File: src/rtl/pointer_event_queue_macros.svh
// assertion macros for the pointer event queue sequencer
`ifndef POINTER_EVENT_QUEUE_MACROS_SVH
`define POINTER_EVENT_QUEUE_MACROS_SVH

// same-cycle implication, held off during reset
`define PEQ_ASSERT_NOW(label, clk, rst, ante, cons, msg) \
   label: assert property (@(posedge clk) disable iff (rst) (ante) |-> (cons)) \
      else $error(msg);

// next-cycle implication, held off during reset
`define PEQ_ASSERT_NEXT(label, clk, rst, ante, cons, msg) \
   label: assert property (@(posedge clk) disable iff (rst) (ante) |=> (cons)) \
      else $error(msg);

`endif

File: src/rtl/peq_pkg.sv
// types and constants of the pointer event queue
`default_nettype none

package peq_pkg;

   // default number of queue entries
   localparam int QUEUE_DEPTH_DEF = 64;

   // wait mode bits
   localparam int MODE_MOTION_BIT  = 1;
   localparam int MODE_RELEASE_BIT = 2;

   typedef logic [2:0] mode_type;
   typedef logic [6:0] fill_type;
   typedef logic [9:0] window_type;

   typedef enum logic [1:0] {
      OP_PUSH  = 2'd0,
      OP_TAKE  = 2'd1,
      OP_CLEAR = 2'd2,
      OP_NOP   = 2'd3
   } opcode_type;

   typedef enum logic {
      ST_IDLE = 1'b0,
      ST_SCAN = 1'b1
   } state_type;

   // one incoming item
   typedef struct packed {
      opcode_type         opcode;
      window_type         window;
      logic               any_window;
      logic signed [15:0] pos_x;
      logic signed [15:0] pos_y;
      logic signed [15:0] button_code;
      logic               is_motion;
      logic               is_release;
      logic               claimed;
   } req_item_type;

   // one result item
   typedef struct packed {
      logic               found;
      window_type         out_window;
      logic signed [15:0] out_x;
      logic signed [15:0] out_y;
      logic signed [15:0] out_button;
      fill_type           fill_level;
   } rsp_item_type;

   // one stored event
   typedef struct packed {
      window_type         window;
      logic signed [15:0] x;
      logic signed [15:0] y;
      logic signed [15:0] button;
      logic               is_motion;
      logic               is_release;
   } entry_type;

endpackage

`default_nettype wire

File: src/rtl/peq_store.sv
// event store: one write port, one read port, registered read data
`default_nettype none

module peq_store #(
   parameter int DEPTH = peq_pkg::QUEUE_DEPTH_DEF,
   localparam int PTR_W = (DEPTH > 1) ? $clog2(DEPTH) : 1
) (
   input  wire                    clock,
   input  wire                    we,
   input  wire  [PTR_W-1:0]       waddr,
   input  peq_pkg::entry_type     wdata,
   input  wire                    re,
   input  wire  [PTR_W-1:0]       raddr,
   output peq_pkg::entry_type     rdata
);

   peq_pkg::entry_type mem [DEPTH];
   peq_pkg::entry_type rdata_ff;

   // write port
   always_ff @(posedge clock) begin
      if (we) begin
         mem[waddr] <= wdata;
      end
   end

   // read port
   always_ff @(posedge clock) begin
      if (re) begin
         rdata_ff <= mem[raddr];
      end
   end

   assign rdata = rdata_ff;

endmodule

`default_nettype wire

File: src/rtl/peq_ctrl.sv
// queue sequencer: push filter, ring pointers, search and compaction pass
`default_nettype none

module peq_ctrl #(
   parameter int DEPTH = peq_pkg::QUEUE_DEPTH_DEF,
   localparam int PTR_W = (DEPTH > 1) ? $clog2(DEPTH) : 1,
   localparam int CNT_W = $clog2(DEPTH + 1)
) (
   input  wire                    clock,
   input  wire                    reset,
   input  wire                    start,
   output logic                   busy,
   input  peq_pkg::req_item_type  req_item,
   input  peq_pkg::mode_type      wait_mode,
   output logic                   rsp_strobe,
   output peq_pkg::rsp_item_type  rsp_item,
   output logic                   mem_we,
   output logic [PTR_W-1:0]       mem_waddr,
   output peq_pkg::entry_type     mem_wdata,
   output logic                   mem_re,
   output logic [PTR_W-1:0]       mem_raddr,
   input  peq_pkg::entry_type     mem_rdata
);

   `include "pointer_event_queue_macros.svh"

   localparam logic [CNT_W-1:0] DEPTH_CNT = CNT_W'(DEPTH);
   localparam logic [PTR_W:0]   DEPTH_EXT = (PTR_W + 1)'(DEPTH);
   localparam logic [PTR_W-1:0] LAST_PTR  = PTR_W'(DEPTH - 1);

   peq_pkg::state_type    state_ff, state_in;
   logic [CNT_W-1:0]      count_ff, count_in;
   logic [PTR_W-1:0]      head_ff, head_in;
   logic [CNT_W-1:0]      rd_idx_ff, rd_idx_in;
   logic [CNT_W-1:0]      kept_ff, kept_in;
   logic                  pend_ff, pend_in;
   logic                  taken_ff, taken_in;
   logic                  op_clear_ff, op_clear_in;
   logic                  any_ff, any_in;
   peq_pkg::window_type   win_ff, win_in;
   peq_pkg::entry_type    hit_ff, hit_in;
   logic                  rsp_strobe_ff, rsp_strobe_in;
   peq_pkg::rsp_item_type rsp_ff, rsp_in;

   logic                  accept;
   logic                  admit;
   logic                  match;
   peq_pkg::entry_type    new_entry;
   logic                  in_scan;
   logic                  scan_done;

   // logical slot to physical address on the ring
   function automatic logic [PTR_W-1:0] phys(input logic [PTR_W-1:0] head,
                                             input logic [PTR_W-1:0] idx);
      logic [PTR_W:0] sum;
      sum = {1'b0, head} + {1'b0, idx};
      if (sum >= DEPTH_EXT) begin
         sum = sum - DEPTH_EXT;
      end
      return sum[PTR_W-1:0];
   endfunction

   // push filter by wait mode
   always_comb begin
      if (wait_mode == '0) begin
         admit = !req_item.claimed && !req_item.is_motion && !req_item.is_release;
      end else begin
         admit = (wait_mode[peq_pkg::MODE_MOTION_BIT] && req_item.is_motion) ||
                 (wait_mode[peq_pkg::MODE_RELEASE_BIT] && req_item.is_release) ||
                 (!req_item.is_motion && !req_item.is_release);
      end
   end

   // event as stored
   always_comb begin
      new_entry.window     = req_item.window;
      new_entry.x          = req_item.pos_x;
      new_entry.y          = req_item.pos_y;
      new_entry.button     = req_item.button_code;
      new_entry.is_motion  = req_item.is_motion;
      new_entry.is_release = req_item.is_release;
   end

   assign accept = start && (state_ff == peq_pkg::ST_IDLE);
   assign match  = any_ff || (mem_rdata.window == win_ff);

   // next state, memory access and result
   always_comb begin
      state_in      = state_ff;
      count_in      = count_ff;
      head_in       = head_ff;
      rd_idx_in     = rd_idx_ff;
      kept_in       = kept_ff;
      pend_in       = pend_ff;
      taken_in      = taken_ff;
      op_clear_in   = op_clear_ff;
      any_in        = any_ff;
      win_in        = win_ff;
      hit_in        = hit_ff;
      rsp_strobe_in = 1'b0;
      rsp_in        = rsp_ff;
      mem_we        = 1'b0;
      mem_waddr     = phys(head_ff, kept_ff[PTR_W-1:0]);
      mem_wdata     = mem_rdata;
      mem_re        = 1'b0;
      mem_raddr     = phys(head_ff, rd_idx_ff[PTR_W-1:0]);

      case (state_ff)
         peq_pkg::ST_IDLE: begin
            if (accept) begin
               rsp_in        = '0;
               rsp_strobe_in = 1'b1;
               case (req_item.opcode)
                  peq_pkg::OP_PUSH: begin
                     if (admit) begin
                        mem_we    = 1'b1;
                        mem_wdata = new_entry;
                        if (count_ff == DEPTH_CNT) begin
                           // full: overwrite the oldest entry
                           mem_waddr = head_ff;
                           head_in   = (head_ff == LAST_PTR) ? '0 : head_ff + 1'b1;
                        end else begin
                           mem_waddr = phys(head_ff, count_ff[PTR_W-1:0]);
                           count_in  = count_ff + 1'b1;
                        end
                     end
                  end
                  peq_pkg::OP_TAKE,
                  peq_pkg::OP_CLEAR: begin
                     if ((req_item.opcode == peq_pkg::OP_CLEAR) && req_item.any_window) begin
                        count_in = '0;
                        head_in  = '0;
                     end else if (count_ff != '0) begin
                        // one pass over the held entries
                        rsp_strobe_in = 1'b0;
                        state_in      = peq_pkg::ST_SCAN;
                        rd_idx_in     = '0;
                        kept_in       = '0;
                        pend_in       = 1'b0;
                        taken_in      = 1'b0;
                        op_clear_in   = (req_item.opcode == peq_pkg::OP_CLEAR);
                        any_in        = req_item.any_window;
                        win_in        = req_item.window;
                        hit_in        = '0;
                     end
                  end
                  default: begin
                  end
               endcase
               rsp_in.fill_level = peq_pkg::fill_type'(count_in);
            end
         end
         peq_pkg::ST_SCAN: begin
            // read side: one entry a cycle
            if (rd_idx_ff < count_ff) begin
               mem_re    = 1'b1;
               rd_idx_in = rd_idx_ff + 1'b1;
               pend_in   = 1'b1;
            end else begin
               pend_in = 1'b0;
            end
            // write side: drop the hit or compact the survivor down
            if (pend_ff) begin
               if (match && (op_clear_ff || !taken_ff)) begin
                  if (!op_clear_ff) begin
                     taken_in = 1'b1;
                     hit_in   = mem_rdata;
                  end
               end else begin
                  mem_we  = 1'b1;
                  kept_in = kept_ff + 1'b1;
               end
            end
            // pass complete
            if (!pend_ff && (rd_idx_ff == count_ff)) begin
               state_in          = peq_pkg::ST_IDLE;
               count_in          = kept_ff;
               rsp_strobe_in     = 1'b1;
               rsp_in.found      = taken_ff;
               rsp_in.out_window = hit_ff.window;
               rsp_in.out_x      = hit_ff.x;
               rsp_in.out_y      = hit_ff.y;
               rsp_in.out_button = hit_ff.button;
               rsp_in.fill_level = peq_pkg::fill_type'(kept_ff);
            end
         end
         default: begin
            state_in = peq_pkg::ST_IDLE;
         end
      endcase
   end

   // control registers
   always_ff @(posedge clock) begin
      if (reset) begin
         state_ff      <= peq_pkg::ST_IDLE;
         count_ff      <= '0;
         head_ff       <= '0;
         rd_idx_ff     <= '0;
         kept_ff       <= '0;
         pend_ff       <= 1'b0;
         taken_ff      <= 1'b0;
         rsp_strobe_ff <= 1'b0;
      end else begin
         state_ff      <= state_in;
         count_ff      <= count_in;
         head_ff       <= head_in;
         rd_idx_ff     <= rd_idx_in;
         kept_ff       <= kept_in;
         pend_ff       <= pend_in;
         taken_ff      <= taken_in;
         rsp_strobe_ff <= rsp_strobe_in;
      end
   end

   // payload registers
   always_ff @(posedge clock) begin
      op_clear_ff <= op_clear_in;
      any_ff      <= any_in;
      win_ff      <= win_in;
      hit_ff      <= hit_in;
      rsp_ff      <= rsp_in;
   end

   assign busy       = (state_ff != peq_pkg::ST_IDLE);
   assign rsp_strobe = rsp_strobe_ff;
   assign rsp_item   = rsp_ff;

   // pass tracking for the checks below
   assign in_scan   = (state_ff == peq_pkg::ST_SCAN);
   assign scan_done = in_scan && (state_in == peq_pkg::ST_IDLE);

   `PEQ_ASSERT_NOW(a_count_bound, clock, reset, 1'b1, count_ff <= DEPTH_CNT, "count above depth")
   `PEQ_ASSERT_NOW(a_kept, clock, reset, in_scan, kept_ff <= rd_idx_ff, "kept ahead of read")
   `PEQ_ASSERT_NOW(a_ports, clock, reset, mem_we && mem_re, mem_waddr != mem_raddr, "same entry")
   `PEQ_ASSERT_NEXT(a_result, clock, reset, scan_done, rsp_strobe, "pass ended without result")

endmodule

`default_nettype wire

File: src/rtl/pointer_event_queue.sv
// pointer event queue top level: mode register, sequencer and event store
//
//   port group   direction  handshake
//   req_*        in         start high while busy low
//   rsp_*        out        rsp_strobe for one cycle, always taken
//   csr_*        in         csr_we high, no wait
//
// push, unused opcode, clear of all windows, and take or clear on an empty
// queue: result in the cycle after the item, busy stays low.
// take or clear of one window: one read per held entry through the store's
// single read port, with busy high for the whole pass, result after.
// reset is synchronous; it empties the queue and zeroes the wait mode.
`default_nettype none

module pointer_event_queue #(
   parameter int QUEUE_DEPTH = peq_pkg::QUEUE_DEPTH_DEF
) (
   input  wire                    clock,
   input  wire                    reset,
   input  wire                    start,
   output logic                   busy,
   input  peq_pkg::req_item_type  req_item,
   output logic                   rsp_strobe,
   output peq_pkg::rsp_item_type  rsp_item,
   input  wire                    csr_we,
   input  peq_pkg::mode_type      csr_wdata
);

   localparam int PTR_W = (QUEUE_DEPTH > 1) ? $clog2(QUEUE_DEPTH) : 1;

   peq_pkg::mode_type  wait_mode_ff, wait_mode_in;
   logic               mem_we;
   logic [PTR_W-1:0]   mem_waddr;
   peq_pkg::entry_type mem_wdata;
   logic               mem_re;
   logic [PTR_W-1:0]   mem_raddr;
   peq_pkg::entry_type mem_rdata;

   // wait mode register
   assign wait_mode_in = csr_we ? csr_wdata : wait_mode_ff;

   always_ff @(posedge clock) begin
      if (reset) begin
         wait_mode_ff <= '0;
      end else begin
         wait_mode_ff <= wait_mode_in;
      end
   end

   // sequencer
   peq_ctrl #(
      .DEPTH (QUEUE_DEPTH)
   ) u_ctrl (
      .clock      (clock),
      .reset      (reset),
      .start      (start),
      .busy       (busy),
      .req_item   (req_item),
      .wait_mode  (wait_mode_ff),
      .rsp_strobe (rsp_strobe),
      .rsp_item   (rsp_item),
      .mem_we     (mem_we),
      .mem_waddr  (mem_waddr),
      .mem_wdata  (mem_wdata),
      .mem_re     (mem_re),
      .mem_raddr  (mem_raddr),
      .mem_rdata  (mem_rdata)
   );

   // event store
   peq_store #(
      .DEPTH (QUEUE_DEPTH)
   ) u_store (
      .clock (clock),
      .we    (mem_we),
      .waddr (mem_waddr),
      .wdata (mem_wdata),
      .re    (mem_re),
      .raddr (mem_raddr),
      .rdata (mem_rdata)
   );

endmodule

`default_nettype wire

File: config.mk
export PLATFORM = sky130hd
export DESIGN_NAME = pointer_event_queue
export DESIGN_NICKNAME = d
export VERILOG_FILES = /design/src/rtl/peq_pkg.sv /design/src/rtl/peq_store.sv /design/src/rtl/peq_ctrl.sv /design/src/rtl/pointer_event_queue.sv
export VERILOG_INCLUDE_DIRS = /design/src /design/src/rtl
export SDC_FILE = /design/constraint.sdc
export NUM_CORES = 2
export LEC_CHECK = 0
export ABC_AREA = 0
export BUFFER_PORTS_ARGS = -buffer_cell sky130_fd_sc_hd__buf_2
export CAP_MARGIN = 20
export CORE_MARGIN = 4
export CORE_UTILIZATION = 40
export DETAILED_ROUTE_END_ITERATION = 10
export HOLD_SLACK_MARGIN = 0.08
export SLEW_MARGIN = 20
export SYNTH_ARGS = -nofsm -noshare
export SYNTH_HDL_FRONTEND = slang
export SYNTH_SLANG_ARGS = --single-unit
File: constraint.sdc
create_clock -name clock -period 8.2 [get_ports clock]
set_input_delay 2.05 -clock clock [delete_from_list [all_inputs] [get_ports clock]]
set_output_delay 2.05 -clock clock [all_outputs]
set_load 0.01 [all_outputs]
* Word level (Yosys, flattened, before mapping)
Memories as Yosys holds them, arrays and structs flattened. A register that Yosys moved wholly into a read port is not among the register bits.
Index checks and enable logic that the tools add are counted.
** Operators by class
- Multiplexer cells :: 76
- Div/mod/pow operators :: 0
- Bitwise operators :: 2
- Eq/ne operators :: 19
- Add/sub/neg operators :: 10
- Reduce and logical (&&, ||, !) cells :: 30
- Shift-type cells :: 0
- Multiply operators :: 0
- $lt $le $gt $ge :: 4
** Operator list (count)
- $mux 60 :: 11
- $mux 66 :: 2
- $pmux 66 s2 :: 1
- $pmux 60 s2 :: 1
- $mux 7 :: 12
- $mux 6 :: 12
- $pmux 7 s2 :: 4
- $mux 1 :: 27
- $add 6x6->7 :: 3
- $add 7x1->7 const B :: 3
- $ge 7x7->1 const B :: 3
- $ne 2x2->1 const B :: 9
- $sub 6x1->6 const B :: 3
- $pmux 6 s2 :: 1
- $reduce_and 6->1 :: 2
- $eq 10x10->1 :: 1
- $pmux 1 s2 :: 5
- $reduce_and 5->1 :: 2
- $logic_and 1x1->1 :: 9
- $ne 2x1->1 const B :: 4
- $eq 7x7->1 :: 1
- $eq 7x7->1 const B :: 1
- $lt 7x7->1 :: 1
- $reduce_and 7->1 :: 1
- 14 further kinds :: 22
** Word-level totals
- Logic and storage cells :: 164
- Memories kept :: 1
- Memory bits (read-only) :: 0
- Register bits :: 170
- Output and inout bits :: 68
- Memory bits (writable) :: 3840
- Input bits :: 71
- Latch bits :: 0
** Memory list
- u_store.mem :: depth 64, width 60, rd ports 1, clocked after Yosys merged registers in 1, write ports 1, RTL line peq_store.sv:17 : peq_pkg::entry_type mem [DEPTH];

* Longest topological paths before layout
- Word-level depth :: 10
- Gate-level depth with buffers :: 10
- Depth with buffers taken out :: 9

* By module
A second synthesis with hierarchy kept.
** Second synthesis, totals
- Cells, all modules :: 6911
- Area, all modules :: 155604.2 um^2
** Modules (own cells, without submodules)
- peq_store :: cells each 6203, instances 1, area each 147046.0 um^2, seq. area each 117112.3 um^2
- peq_ctrl :: cells each 699, instances 1, area each 8456.9 um^2, seq. area each 4704.5 um^2
- pointer_event_queue :: cells each 9, instances 1, area each 101.3 um^2, seq. area each 60.1 um^2

* Least setup slack after synthesis
Ideal clock, no wire load.
- Path kind :: in2reg
- Start :: in req_item[1] (netlist name)
- End :: mem u_store.mem[6][10] (netlist name) (enable)
- Path slack :: -0.215 ns
- Required time :: 7.643 ns
- Arrival time :: 7.858 ns
- Setup time :: 0.557 ns
- Stages on the path :: 9
- Buffers on the path :: 3
- Cells stage by stage :: nand2b_1 o2bb2ai_1 or3_1 clkbuf_1 buf_2 nand2_1 o22a_1 clkbuf_1 nor3b_1
** Between the ends
- Word-level cells in the longest chain between the ends :: 10
- Elaborated cells between the ends (all ways) :: 17
- Those cells by class :: mux: 11; reduce/logical: 6
** Ends and longest elaborated chain
- start: declaration :: RTL line pointer_event_queue.sv:22 : input peq_pkg::req_item_type req_item,
- $logic_and 1x1->1 / $logic_not 1->1 (equally long branches) :: RTL line peq_ctrl.sv:69, peq_ctrl.sv:66, peq_ctrl.sv:70
- $logic_or 1x1->1 / $logic_and 1x1->1 (equally long branches) :: RTL line peq_ctrl.sv:68, peq_ctrl.sv:70
- $logic_or 1x1->1 :: RTL line peq_ctrl.sv:69 : (wait_mode[peq_pkg::MODE_RELEASE_BIT] && req_item.is_release) ||
- $mux 1 * :: RTL line peq_ctrl.sv:65 : if (wait_mode == '0) begin
- $mux 1 :: RTL line peq_ctrl.sv:115 : if (admit) begin
- $mux 1 :: RTL line peq_ctrl.sv:113 : case (req_item.opcode)
- $mux 1 :: RTL line peq_ctrl.sv:110 : if (accept) begin
- $pmux 1 s2 :: RTL line peq_ctrl.sv:108 : case (state_ff)
- $mux 1 :: RTL line peq_store.sv:22 : if (we) begin
- $mux 1 (not written as such) :: RTL line peq_store.sv:23 : mem[waddr] <= wdata;
- end: declaration :: RTL line peq_store.sv:17
Mark *: on every way between the ends. The rest lies on a longest branch, timed or not.

* Worst setup path in the final report
- Start :: in req_item[0] (netlist name)
- End :: mem u_store.mem[29][54] (netlist name) (enable)
** Between the ends
- Word-level cells in the longest chain between the ends :: 10
- Elaborated cells between the ends (all ways) :: 14
- Those cells by class :: mux: 11; reduce/logical: 3
** Ends and longest elaborated chain
- $logic_not 1->1 * :: RTL line peq_ctrl.sv:66 : admit = !req_item.claimed && !req_item.is_motion && !req_item.is_release;
- $logic_and 1x1->1 * (2 in a row) :: RTL line peq_ctrl.sv:66
- $mux 1 * :: RTL line peq_ctrl.sv:65
- $mux 1 :: RTL line peq_ctrl.sv:115
- $mux 1 :: RTL line peq_ctrl.sv:113
- $mux 1 :: RTL line peq_ctrl.sv:110
- $pmux 1 s2 :: RTL line peq_ctrl.sv:108
- $mux 1 :: RTL line peq_store.sv:22
- $mux 1 (not written as such) :: RTL line peq_store.sv:23
Marked as above.

==> metrics.txt <==
Crit Path Max Fanout 40; Top FF cell, synth edfxtp_1; area leader, netlist edfxtp_1; GRT Residual Overflow 0; critical path class primary input to register; Fmax achieved 172.3 MHz; Cell Rows 226; CTS tree yes; via/cell ratio 5.862; via count 76670; P_leak 0.05402 uW; synth top area cells edfxtp_1 (77%), mux4_2 (14%), nand2_1 (2.2%); Tmin final 5.804 ns; Unique masters post-synth 69; first-pass GRT wire length 606200 um; Synth top area share 76.86%; async set or reset register ratio after synthesis 0%; Worst-Margin Slew 1.209 ns; DRC 0; Final Wtd Congestion 0.8438; Final Skew 0.09662 ns; initial antenna violation count 17; crit share post-route 70.78%; fin. max-slew vios 0; Clock Sinks 3940; status finished clean; setup repair after global routing missed its margin false; total track usage 21.78%; Rel. slew slack 19.03%; die area 0.3915 mm^2; Post-synth EDFFs 3906; Power Dens Cells 234.3 mW/mm^2; FILL cells 31510; clock buffer depth 4; root buffer cell clkbuf_16; io pins 139; share of layout cells above drive strength 1 25.95%; cts hold-fix bufs 0; Synth Area per Inst 20.77 um^2; maximum VDD drop 158.6 uV; Final Hold Fails 0; Synth Warn # 0; Seq cells post-synth 3940; Syn Inst Count 7348; max-cap viol count 0; Antenna Nets Post-Route 0; Die W 625.7 um; Detailed Route WL 431800 um; Cell Area, Synth 0.1526 mm^2; Design Power 40760 uW; Post-CTS Setup Bufs 0; count of final setup violators 0; Req. time, crit path 8.75 ns; number of global-route vias before repair 76910; PostCTS Resize Cnt 0; port bufs 138; largest net degree at the start of global routing 111; Wirelength per Cell 33.01 um; Initial Util 40.21%; clock-pin slew on the worst setup and hold paths 0.06 ns; drt pass-1 iters 6; DP HPWL 253900 um; Vert. Die Dim 625.7 um; worst hold path class register to register; Hold WS 0.5108 ns; syn nets 7452; H-tree levels 5; Nets 7840; Core Area 0.3795 mm^2; crit start category primary input; Syn-to-layout area delta 13.97%; CP Capture Type register; Starting DRT DRC Count 9401; register area share after synthesis 77.31%; CTS buffer count 397; worst skew pair latency 0.99 ns; Worst Path Arrival 6.35 ns
-- sequential cells by signal, summed over array words and instances, names as in the netlist, 3 cells and up --
signal	cells
u_ctrl.rsp_item	66
u_store.rdata	58
u_ctrl.count_ff	7
u_ctrl.hit_ff	58
u_ctrl.win_ff	10
wait_mode_ff	3
u_ctrl.kept_ff	7
u_ctrl.head_ff	6
u_store.mem	3712
u_ctrl.rd_idx_ff	7
-- Yosys cell counts, types with 5 or more instances --
master / number
edfxtp_1: 3906
mux4_2: 928
nand2_1: 901
clkbuf_1: 276
and3_1: 235
mux2i_1: 128
and2_1: 123
buf_2: 119
a31oi_1: 117
mux2_2: 61
a221o_1: 58
o32ai_1: 58
nor2_1: 46
nor3_1: 44
dfxtp_1: 34
ha_1: 30
a21oi_1: 29
nor3b_1: 27
o21ai_0: 21
nor2b_1: 20
xnor2_1: 19
inv_1: 18
buf_1: 17
nand3_1: 17
or3_1: 9
a21o_1: 8
xor2_1: 8
a211oi_1: 7
nand4_1: 7
nand2b_1: 5
nor4_1: 5
o31ai_1: 5
o41ai_1: 5
-- cell usage in the layout, fill, tap and decap left out, drive strengths merged, types with 10 or more instances in the layout --
cell type	count
edfxtp	3906
mux4	928
nand2	902
clkbuf	475
buf	404
and3	235
clkinv	189
mux2i	128
and2	123
a31oi	117
mux2	61
a221o	58
o32ai	58
nor2	47
nor3	44
dfxtp	34
inv	34
ha	30
a21oi	29
bufinv	29
nor3b	27
o21ai	23
nor2b	20
xnor2	19
nand3	17
clkinvlp	13
or3	10
-- through the flow --
stage | setup WS (ns) | instances | setup TNS [ns] | util [%] | cell area [um^2]
3_5_place_dp | 1.441 | 12350 | 0 | 42.50 | 161300
3_3_place_gp | 1.518 | 12340 | 0 | 42.44 | 161100
6_report | 2.396 | 13080 | 0 | 45.83 | 173900
2_1_floorplan | -0.2153 | 7348 | -156.61 | - | 152600
5_1_grt | 2.358 | 13080 | 0 | 45.83 | 173900
4_1_cts | 2.482 | 13070 | 0 | 45.81 | 173900
-- cells by family (layout without fill, tap and decap cells) --
group,after synthesis,in the layout,share of synthesized area (%)
buffers and inverters,433,1144,1.177
DFF,3940,3940,77.31
AOI/OAI and AO/OA,343,343,1.678
adders and majority gates,33,33,0.2853
xor gates and xnor gates,27,27,0.1550
and+or+nand+nor,1455,1455,4.413
muxes,1117,1117,14.99
other,0,4,0
-- final cells by class --
type | count | area [um^2] | area share, %
diodes | 4 | 10.01 | 0.005755
clock buffers | 475 | 10330 | 5.941
clock inverters | 247 | 2255 | 1.296
inverters | 18 | 70.07 | 0.04028
multi-input cells | 2975 | 33610 | 19.32
flip-flops and latches | 3940 | 118000 | 67.83
well taps | 5016 | 6276 | 3.608
repair buffers | 404 | 3403 | 1.957
-- final timing paths --
kind / start / end / slack (ns) / cells past startpoint
worst max-delay path: req_item[0] / u_store.mem[29][54] / 2.40 / 9
worst min-delay path: u_ctrl.rd_idx_ff[6] / u_ctrl.rd_idx_ff[6] / 0.51 / 2
worst max register to register: u_ctrl.head_ff[0] / u_store.rdata[20] / 3.12 / 9
worst min register to register: u_ctrl.rd_idx_ff[6] / u_ctrl.rd_idx_ff[6] / 0.51 / 2
-- critical path: stages --
cell and delay (ns):
buf_2 0.10, nor2b_1 0.14, o21a_1 0.55, or3_4 0.77, buf_4 0.36, a211oi_4 0.93, buf_12 0.30, nor3b_2 0.29
buf_4 0.69
-- where the power goes --
part | leakage (uW) | switching (uW) | total, uW | internal, uW
Sequential | 0.0356 | 19.3 | 22000 | 22000
Clock | 0.00615 | 7690 | 17600 | 9930
Combinational | 0.0123 | 688 | 1120 | 433
Total | 0.0540 | 8400 | 40800 | 32400
-- layer usage --
metal	vias to the layer above	wire length, um	GRT usage [%]
li1	30970	-	-
met3	701	29090	3.068
met2	3444	216800	36.49
met4	8	22220	9.896
met5	-	108	0
met1	41550	163500	28.32
Power figures use the tool's default switching activity.
